==> src/rtl/rlsu_pkg.sv <==
// ----------------------------------------------------------------------------
// RGB line-stream unpacker package
// Shared widths, register codes, pixel phase codes and the word types that
// the unpacker's modules pass between them.
// ----------------------------------------------------------------------------
package rlsu_pkg;

    localparam int DATA_W      = 8;
    localparam int COORD_W     = 11;
    localparam int INDEX_W     = 21;
    localparam int CFG_INDEX_W = 1;
    localparam int CFG_DATA_W  = 11;
    localparam int LIMIT_W     = 13;

    // Default image limits, handed to the top level's parameters.
    localparam int MAX_COLS_DEFAULT = 1920;
    localparam int MAX_ROWS_DEFAULT = 1080;

    // Register reset values.
    localparam logic [COORD_W-1:0] WIDTH_RESET  = 11'd1920;
    localparam logic [COORD_W-1:0] HEIGHT_RESET = 11'd1080;

    // A byte of this value at a pixel boundary ends the current line.
    localparam logic [DATA_W-1:0] LINE_END_BYTE = 8'h0B;

    // Configuration register indices.
    typedef enum logic [CFG_INDEX_W-1:0] {
        REG_IMAGE_WIDTH  = 1'b0,
        REG_IMAGE_HEIGHT = 1'b1
    } cfg_reg_t;

    // Which byte of a pixel is expected next.
    typedef enum logic [2:0] {
        PH_RED   = 3'b001,
        PH_GREEN = 3'b010,
        PH_BLUE  = 3'b100
    } phase_t;

    // One input word.
    typedef struct packed {
        logic [DATA_W-1:0] data_byte;
        logic              chunk_end;
        logic              frame_end;
    } in_t;

    // One result word.
    typedef struct packed {
        logic [INDEX_W-1:0] pixel_index;
        logic [COORD_W-1:0] pixel_column;
        logic [COORD_W-1:0] pixel_row;
        logic [DATA_W-1:0]  red;
        logic [DATA_W-1:0]  green;
        logic [DATA_W-1:0]  blue;
    } out_t;

    // Effective image size after clamping to the build limits.
    typedef struct packed {
        logic [COORD_W-1:0] width;
        logic [COORD_W-1:0] height;
    } geom_t;

    // A completed in-image pixel on its way to the output register.
    typedef struct packed {
        logic               fire;
        logic [COORD_W-1:0] column;
        logic [COORD_W-1:0] row;
        logic [DATA_W-1:0]  red;
        logic [DATA_W-1:0]  green;
        logic [DATA_W-1:0]  blue;
    } cand_t;

endpackage

==> src/rtl/rlsu_cfg.sv <==
// ----------------------------------------------------------------------------
// RGB line-stream unpacker configuration registers
// Holds the image width and height and clamps them to the build limits.
// ----------------------------------------------------------------------------
module rlsu_cfg #(
    parameter int MAX_COLS = rlsu_pkg::MAX_COLS_DEFAULT,
    parameter int MAX_ROWS = rlsu_pkg::MAX_ROWS_DEFAULT
) (
    input  logic                             clk,
    input  logic                             rst_n,
    input  logic                             cfg_wen,
    input  logic [rlsu_pkg::CFG_INDEX_W-1:0] cfg_index,
    input  logic [rlsu_pkg::CFG_DATA_W-1:0]  cfg_data,
    output rlsu_pkg::geom_t                  geom
);
    import rlsu_pkg::*;

    localparam logic [LIMIT_W-1:0] MaxColsV = LIMIT_W'(MAX_COLS);
    localparam logic [LIMIT_W-1:0] MaxRowsV = LIMIT_W'(MAX_ROWS);

    logic [COORD_W-1:0] width_reg;
    logic [COORD_W-1:0] height_reg;
    logic               width_below;
    logic               height_below;

    // Register writes, decoded by index.
    always_ff @(posedge clk or negedge rst_n)
    begin
        if (!rst_n)
        begin
            width_reg  <= WIDTH_RESET;
            height_reg <= HEIGHT_RESET;
        end
        else if (cfg_wen)
        begin
            case (cfg_reg_t'(cfg_index))
                REG_IMAGE_WIDTH:  width_reg  <= cfg_data[COORD_W-1:0];
                REG_IMAGE_HEIGHT: height_reg <= cfg_data[COORD_W-1:0];
                default:          ;
            endcase
        end
    end

    // Clamp to the limits. When a limit is taken it is no larger than the
    // register value, so it always fits the coordinate width.
    assign width_below  = {{(LIMIT_W-COORD_W){1'b0}}, width_reg}  < MaxColsV;
    assign height_below = {{(LIMIT_W-COORD_W){1'b0}}, height_reg} < MaxRowsV;

    assign geom.width  = width_below  ? width_reg  : MaxColsV[COORD_W-1:0];
    assign geom.height = height_below ? height_reg : MaxRowsV[COORD_W-1:0];

endmodule

==> src/rtl/rlsu_parse.sv <==
// ----------------------------------------------------------------------------
// RGB line-stream unpacker byte parser
// Tracks the pixel phase, column and row, gathers three bytes into a pixel
// and flags the pixels that fall inside the image.
// ----------------------------------------------------------------------------
module rlsu_parse (
    input  logic            clk,
    input  logic            rst_n,
    input  logic            take,
    input  rlsu_pkg::in_t   in_word,
    input  rlsu_pkg::geom_t geom,
    output rlsu_pkg::cand_t cand
);
    import rlsu_pkg::*;

    phase_t             phase_reg;
    phase_t             phase_next;
    logic [COORD_W-1:0] col_reg;
    logic [COORD_W-1:0] col_next;
    logic [COORD_W-1:0] row_reg;
    logic [COORD_W-1:0] row_next;
    logic [DATA_W-1:0]  red_reg;
    logic [DATA_W-1:0]  red_next;
    logic [DATA_W-1:0]  green_reg;
    logic [DATA_W-1:0]  green_next;
    logic               start;
    logic               finish;
    logic               col_inside;
    logic               row_inside;

    assign col_inside = col_reg < geom.width;
    assign row_inside = row_reg < geom.height;

    // Next position and phase for the byte on the input.
    always_comb
    begin
        phase_next = phase_reg;
        col_next   = col_reg;
        row_next   = row_reg;
        red_next   = red_reg;
        green_next = green_reg;
        start      = 1'b0;
        finish     = 1'b0;

        case (phase_reg)
            PH_RED:   start = 1'b1;
            PH_GREEN:
            begin
                green_next = in_word.data_byte;
                phase_next = PH_BLUE;
            end
            PH_BLUE:  finish = 1'b1;
            default:  start = 1'b1;
        endcase

        // At a pixel boundary: either a line end or the red byte.
        if (start)
        begin
            if (in_word.data_byte == LINE_END_BYTE)
            begin
                col_next = '0;
                if (row_inside)
                begin
                    row_next = row_reg + COORD_W'(1);
                end
            end
            else
            begin
                red_next   = in_word.data_byte;
                phase_next = PH_GREEN;
            end
        end

        // The blue byte completes the pixel; the column saturates at the width.
        if (finish)
        begin
            if (col_inside)
            begin
                col_next = col_reg + COORD_W'(1);
            end
            phase_next = PH_RED;
        end

        // A chunk end drops an unfinished pixel; a frame end restarts the image.
        if (in_word.chunk_end)
        begin
            phase_next = PH_RED;
        end
        if (in_word.frame_end)
        begin
            col_next   = '0;
            row_next   = '0;
            phase_next = PH_RED;
        end
    end

    // Position and phase registers.
    always_ff @(posedge clk or negedge rst_n)
    begin
        if (!rst_n)
        begin
            phase_reg <= PH_RED;
            col_reg   <= '0;
            row_reg   <= '0;
        end
        else if (take)
        begin
            phase_reg <= phase_next;
            col_reg   <= col_next;
            row_reg   <= row_next;
        end
    end

    // Colour holding registers.
    always_ff @(posedge clk)
    begin
        if (take)
        begin
            red_reg   <= red_next;
            green_reg <= green_next;
        end
    end

    // The finished pixel, flagged only when it lies inside the image.
    assign cand.fire   = take && finish && col_inside && row_inside;
    assign cand.column = col_reg;
    assign cand.row    = row_reg;
    assign cand.red    = red_reg;
    assign cand.green  = green_reg;
    assign cand.blue   = in_word.data_byte;

endmodule

==> src/rtl/rlsu_outbuf.sv <==
// ----------------------------------------------------------------------------
// RGB line-stream unpacker output register
// Forms the linear pixel index and holds the result word until it is taken.
// ----------------------------------------------------------------------------
module rlsu_outbuf (
    input  logic               clk,
    input  logic               rst_n,
    input  rlsu_pkg::cand_t    cand,
    input  logic [rlsu_pkg::COORD_W-1:0] width,
    input  logic               out_ready,
    output logic               out_valid,
    output rlsu_pkg::out_t     out_data,
    output logic               room
);
    import rlsu_pkg::*;

    logic [2*COORD_W-1:0] row_base;
    logic [INDEX_W-1:0]   index_next;
    logic                 valid_reg;
    out_t                 data_reg;

    // Row times width plus column, kept to the index width.
    assign row_base   = (2*COORD_W)'(cand.row) * (2*COORD_W)'(width);
    assign index_next = row_base[INDEX_W-1:0] + INDEX_W'(cand.column);

    // The register can take a new word when empty or being emptied.
    assign room = !valid_reg || out_ready;

    always_ff @(posedge clk or negedge rst_n)
    begin
        if (!rst_n)
        begin
            valid_reg <= 1'b0;
        end
        else if (cand.fire)
        begin
            valid_reg <= 1'b1;
        end
        else if (out_ready)
        begin
            valid_reg <= 1'b0;
        end
    end

    always_ff @(posedge clk)
    begin
        if (cand.fire)
        begin
            data_reg.pixel_index  <= index_next;
            data_reg.pixel_column <= cand.column;
            data_reg.pixel_row    <= cand.row;
            data_reg.red          <= cand.red;
            data_reg.green        <= cand.green;
            data_reg.blue         <= cand.blue;
        end
    end

    assign out_valid = valid_reg;
    assign out_data  = data_reg;

endmodule

==> src/rtl/rgb_line_stream_unpacker_core.sv <==
// A pixel appears on out_valid in the cycle after its blue byte is accepted.
// Throughput: one byte per cycle while in_ready is high; the output register parts the two channels.
// in_ready falls only while a result waits in the output register and out_ready is low.
// Reset (rst_n, asynchronous, active low) clears position, phase and the output
// valid flag, and sets the image size to 1920 by 1080.
// ----------------------------------------------------------------------------
// RGB line-stream unpacker
// Unpacks a stream of payload bytes into RGB pixels with their position and
// linear index, handling line ends, chunk ends and frame ends.
// ----------------------------------------------------------------------------
module rgb_line_stream_unpacker_core #(
    parameter int MAX_COLS = rlsu_pkg::MAX_COLS_DEFAULT,
    parameter int MAX_ROWS = rlsu_pkg::MAX_ROWS_DEFAULT
) (
    input  logic                             clk,
    input  logic                             rst_n,
    input  logic                             in_valid,
    output logic                             in_ready,
    input  rlsu_pkg::in_t                    in_data,
    output logic                             out_valid,
    input  logic                             out_ready,
    output rlsu_pkg::out_t                   out_data,
    input  logic                             cfg_wen,
    input  logic [rlsu_pkg::CFG_INDEX_W-1:0] cfg_index,
    input  logic [rlsu_pkg::CFG_DATA_W-1:0]  cfg_data
);
    import rlsu_pkg::*;

    geom_t geom;
    cand_t cand;
    logic  room;
    logic  take;

    assign in_ready = room;
    assign take     = in_valid && room;

    // Image size registers.
    rlsu_cfg #(
        .MAX_COLS (MAX_COLS),
        .MAX_ROWS (MAX_ROWS)
    ) u_cfg (
        .clk       (clk),
        .rst_n     (rst_n),
        .cfg_wen   (cfg_wen),
        .cfg_index (cfg_index),
        .cfg_data  (cfg_data),
        .geom      (geom)
    );

    // Byte parser and position tracking.
    rlsu_parse u_parse (
        .clk     (clk),
        .rst_n   (rst_n),
        .take    (take),
        .in_word (in_data),
        .geom    (geom),
        .cand    (cand)
    );

    // Index calculation and result register.
    rlsu_outbuf u_outbuf (
        .clk       (clk),
        .rst_n     (rst_n),
        .cand      (cand),
        .width     (geom.width),
        .out_ready (out_ready),
        .out_valid (out_valid),
        .out_data  (out_data),
        .room      (room)
    );

endmodule

==> config.mk <==
export PLATFORM = sky130hd
export DESIGN_NAME = rgb_line_stream_unpacker_core
export DESIGN_NICKNAME = d
export VERILOG_FILES = /design/src/rtl/rlsu_pkg.sv /design/src/rtl/rlsu_cfg.sv /design/src/rtl/rlsu_parse.sv /design/src/rtl/rlsu_outbuf.sv /design/src/rtl/rgb_line_stream_unpacker_core.sv
export SDC_FILE = /design/constraint.sdc
export NUM_CORES = 1
export LEC_CHECK = 0
export ABC_AREA = 1
export BUFFER_PORTS_ARGS = -buffer_cell sky130_fd_sc_hd__buf_2
export CAP_MARGIN = 20
export CORE_MARGIN = 2
export CORE_UTILIZATION = 55
export CTS_CLUSTER_DIAMETER = 80
export DETAILED_ROUTE_END_ITERATION = 12
export HOLD_SLACK_MARGIN = 0.08
export PLACE_DENSITY_LB_ADDON = 0.05
export SETUP_SLACK_MARGIN = 0.15
export SLEW_MARGIN = 25
export SYNTH_ARGS = -nofsm -noshare
export SYNTH_HDL_FRONTEND = slang
export SYNTH_HIERARCHICAL = 1
export SYNTH_SLANG_ARGS = --single-unit
==> constraint.sdc <==
create_clock -name clk -period 7.5 [get_ports clk]
set_input_delay 0.375 -clock clk [delete_from_list [all_inputs] [get_ports clk]]
set_output_delay 0.375 -clock clk [all_outputs]
set_load 0.01 [all_outputs]
[Word level (Yosys, flattened, before mapping)]
Cells that the tools add are included.
Operators by class
  $lt $le $gt $ge: 4
  add/sub/neg operators: 3
  muxes and demuxes: 20
  reduce and logical (&&, ||, !) cells: 15
  $mul: 1
  bitwise operators: 3
  eq/ne operators: 4
Operators by type and width (number)
  11-bit two-way mux: 11
  11-bit by 1-bit adder with 11-bit output, second input constant: 2
  11-bit < comparator: 2
  11-bit < comparator, second input constant: 2
  21-bit by 11-bit adder with 21-bit output: 1
  11-bit by 11-bit multiplier with 21-bit output: 1
  3-bit two-way mux: 6
  8-bit by 4-bit == test with 1-bit output, second input constant: 1
  2-bit AND reduction: 3
  2-bit nonzero test: 3
  1-bit logical AND: 4
  4-bit AND reduction: 1
  3-bit by 2-bit == test with 1-bit output, second input constant: 1
  3-bit == test, second input constant: 1
  1-bit two-way mux: 3
  1-bit NOT: 3
  3-bit AND reduction: 1
  2-bit by 1-bit inequality test with 1-bit output, second input constant: 1
  2-bit OR reduction: 1
  1-bit logical NOT: 1
  1-bit logical OR: 1
Word-level totals
  output and inout bits: 69
  word-level logic and storage cells: 64
  bits in registers: 131
  input port bits: 27

[Logic depth before layout (Yosys ltp)]
  depth after elaboration: 7
  gate-level depth with buffers: 26
  depth with buffers taken out: 25

[By module]
The synthesis kept the hierarchy.
By module, submodules not included
  rlsu_outbuf: cells each 714, area an instance 6598.8 sq um, sequential area each 2037.0 sq um, instances 1
  rlsu_parse: cells each 358, area an instance 2778.9 sq um, sequential area each 1107.3 sq um, instances 1
  rlsu_cfg: cells each 132, area an instance 1128.6 sq um, sequential area each 560.5 sq um, instances 1
  rgb_line_stream_unpacker_core: cells each 2, area an instance 7.5 sq um, sequential area each 0.0 sq um, instances 1

[Worst setup path before layout]
No wires, ideal clock.
  path type: register to register
  from: reg u_cfg.width_reg[10]
  to: reg u_outbuf.data_reg (netlist bit u_outbuf/out_data[0]) (enable)
  required time: 6923 ps
  period minus slack after synthesis: 6995 ps
  setup slack: 505 ps
  arrival time: 6418 ps
  buffers on the path: 1
  cell stages (with the launch flop): 13
  library setup time: 577 ps
  path through: dfstp_2 > nand2_1 > nor2_2 > nor2_1 > inv_1 > ha_1 > nand2_1 > nor2_1 > and2_2 > nand2_4 > nand3_4 > buf_6 > nor3_1
RTL lines
  start, declared: line rlsu_cfg.sv:21  | logic [COORD_W-1:0] width_reg;
  start signal, assigned: line rlsu_cfg.sv:37  | REG_IMAGE_WIDTH: width_reg <= cfg_data[COORD_W-1:0];
  end, declared: line rlsu_outbuf.sv:20  | out_t data_reg;

==> results.toml <==
[min_path]
hold_depth = 1
min-delay-start = "in_data[9]"
whs_endpoint = "u_outbuf/out_data[7]"
hold_path.class = "in -> reg"

[power_and_ir_drop]
ir_drop_v = 0.000171
leakage_uw = 0.00610
power.total_uw = 1930
power_density_nw_per_um2 = 165

[global_routing]
grt_pass1_vias = 7556
antenna_found_initial = 0
grt_start_max_net_pins = 57
grt_pass1_wl_um = 36500
grt_util_all_layers_pct = 23.3
grt_overflow_total = 0

[outcome]
status = "finished, final reports clean"

[setup_path]
worst_r2r_endpoint = "u_outbuf/out_data[65]"
reg2reg_depth = 19
regToRegSetupSlack_ns = 1.84
cp_top_family = "adder cells"
crit_fanout = 14
crit_type = "reg -> reg"
critical_path_arrival_ns = 5.85
critPathCaptureType = "flip-flop"
r2r_start = "u_cfg/width_reg[10]"
crit_buf_inv = 3
critical_path_required_ns = 7.69
max_stage_delay_ns = 0.74
path_cells = "nand2_1, nor2_2, nor2_1, nand2_1, fa_1, inv_1, fa_1, fa_1, fa_1, inv_1, fa_1, inv_1, ha_1, a21oi_1, o21ai_0, a21oi_1, nand2_1, nand2_1, nand2_1"
critPathSlowestCell = "nor2_1"
start_kind = "flip-flop"

[synth]
synthCells = 1206
netlist_area_sq_um = 10500
synth_cell_type_count = 43
synth-seq-cells = 131
synth_warnings = 6
synth_top_cell_by_area = "edfxtp_1"
syn_nets = 1402
synth_top_area_share_pct = 23.7
netlist_top_cells_area = "edfxtp_1 (24%), fa_1 (17%), nand2_1 (12%), inv_1 (9.9%), ha_1 (9.4%)"
ys_seq_area_share_pct = 35.2
avgSynthCellArea_sq_um = 8.72

[sta]
finalClockSkew_ns = 0.0100
tightest_slew_ns = 0.974
tns_ns = 0
min_period_ns = 5.66
final_max_slew_viol_count = 0
rsz0062_at_grt = "false"
setup_slack_ns = 1.84
slew_headroom_pct = 34.8
hold_viol = 0
max_freq_mhz = 177
setup_viol = 0
period_share_pct = 75.4

[floorplan]
row_count = 50
die_y_um = 142
dieArea_sq_um = 20200
start_util_pct = 56.2
die_w_um = 142
top_level_ports = 96
core-area_sq_um = 18700

[layout]
largest_reg_flops = 67
final-seq-area_sq_um = 3700
multiInputGateArea_sq_um = 5510
nFillCells = 1647
nNetsFinal = 1474
drive_gt1_share_pct = 15.6
area_growth_pct = 10.8
antenna_cells = 0

[place]
portBuffers = 95
gp_congestion = 0.863
place_ws_ns = 1.88
dp_hpwl_um = 16100

[cts]
cts_tree = "yes"
cts_buffer_depth = 2
cts_resized = 0
h-tree-depth = 4
clkLatencyLatePin_ns = 0.43
post-cts-setup-buffer-count = 0
cts_root_buf = "clkbuf_16"
numCtsBuffers = 17
hold_buffers = 1
clkSinkCount = 131
cts.clk_slew.worst_paths_ns = 0.07

[route]
vias_per_cell = 5.11
dr_total_vias = 7791
firstDrtPassIters = 5
route.detailed.drc = 0
wl_per_cell_um = 14.4
wl_um = 22000
drt_iter0_markers = 656
ant_nets = 0

[run]
drv_cap = 0
-- worst max-delay path by stage --
stage	start	end	slack [ns]	depth (start not counted)
after floorplan	u_cfg/width_reg[10]	u_outbuf/out_data[0]	0.51	12
after CTS	u_cfg/width_reg[10]	u_outbuf/out_data[65]	1.88	19
after global placement	u_cfg/width_reg[10]	u_outbuf/out_data[62]	2.09	21
after global routing	u_cfg/width_reg[10]	u_outbuf/out_data[62]	1.53	21
after detailed placement	u_cfg/width_reg[10]	u_outbuf/out_data[62]	1.88	21
final	u_cfg/width_reg[10]	u_outbuf/out_data[65]	1.84	19
-- kinds of logic after synthesis --
| group | share of synthesized area, % |
|---|---|
| adders and majority gates | 26.5 |
| xor gates and xnor gates | 1.25 |
| buffers and inverters | 12.4 |
| and+or+nand+nor | 19.5 |
| DFF | 35.2 |
| AOI/OAI and AO/OA | 5.08 |
-- cells in the mapped netlist, drive strengths merged --
master / n
nor2: 71
a22oi: 2
dfrtp: 39
ha: 79
a31oi: 2
o21ai: 38
fa: 90
edfxtp: 83
a21o: 2
dfstp: 9
and2: 1
a21oi: 34
inv: 282
clkbuf: 29
o22ai: 1
xnor2: 2
nand3: 42
o21bai: 3
nor3: 6
nor3b: 1
xor2: 13
nand4: 18
o21a: 1
buf: 17
nand2: 339
a211oi: 1
nor4: 1
-- per-stage QoR --
stage	hold WS, ns	util [%]	area, sq um	cells
4_1_cts	0.156	62.3	11700	1525
3_3_place_gp	0.402	59.1	11100	1492
2_1_floorplan	0.0794	-	10500	1206
6_report	0.169	62.3	11700	1525
3_5_place_dp	0.405	59.1	11100	1492
5_1_grt	0.155	62.3	11700	1525
-- per-layer routing --
| metal | GRT usage (%) | wire length [um] | share of wire, % | vias up |
|---|---|---|---|---|
| li1 | - | - | - | 3819 |
| met2 | 39.0 | 10600 | 48 | 220 |
| met5 | 0 | 0 | 0 | - |
| met1 | 31.6 | 9900 | 45 | 3723 |
| met4 | 6.53 | 294 | 1.3 | 0 |
| met3 | 3.94 | 1190 | 5.4 | 29 |
-- worst reg2reg max path, cell delays in order, from the launching register on --
cell and delay (ns):
dfstp_2 0.44, nand2_1 0.11, nor2_2 0.08, nor2_1 0.74, nand2_1 0.18, fa_1 0.54, inv_1 0.05, fa_1 0.47
fa_1 0.52, fa_1 0.55, inv_1 0.06, fa_1 0.52, inv_1 0.04, ha_1 0.38, a21oi_1 0.22, o21ai_0 0.15
a21oi_1 0.20, nand2_1 0.07, nand2_1 0.06, nand2_1 0.05
-- layout by cell type, fill, tap and decap left out, types with 19 or more instances in the layout --
cell and n:
a21oi_1 33, buf_2 95, dfrtp_1 39, edfxtp_1 83
fa_1 90, ha_1 79, inv_1 276, nand2_1 325
nand3_1 38, nor2_1 58, o21ai_2 19
-- area by class of cell --
type / instances / area share, %
Clock buffer: 18 / 3.68
Timing Repair Buffer: 99 / 4.36
Multi-Input combinational cell: 747 / 47.3
Inverter: 282 / 9.08
Clock inverter: 14 / 1.32
Tap cell: 234 / 2.51
Sequential cell: 131 / 31.8
-- report_power, final --
group,internal [uW],switching [uW]
clock network,495,337
logic,86.1,166
registers,806,37.9
Note: power is estimated with default switching activity, not from simulation.
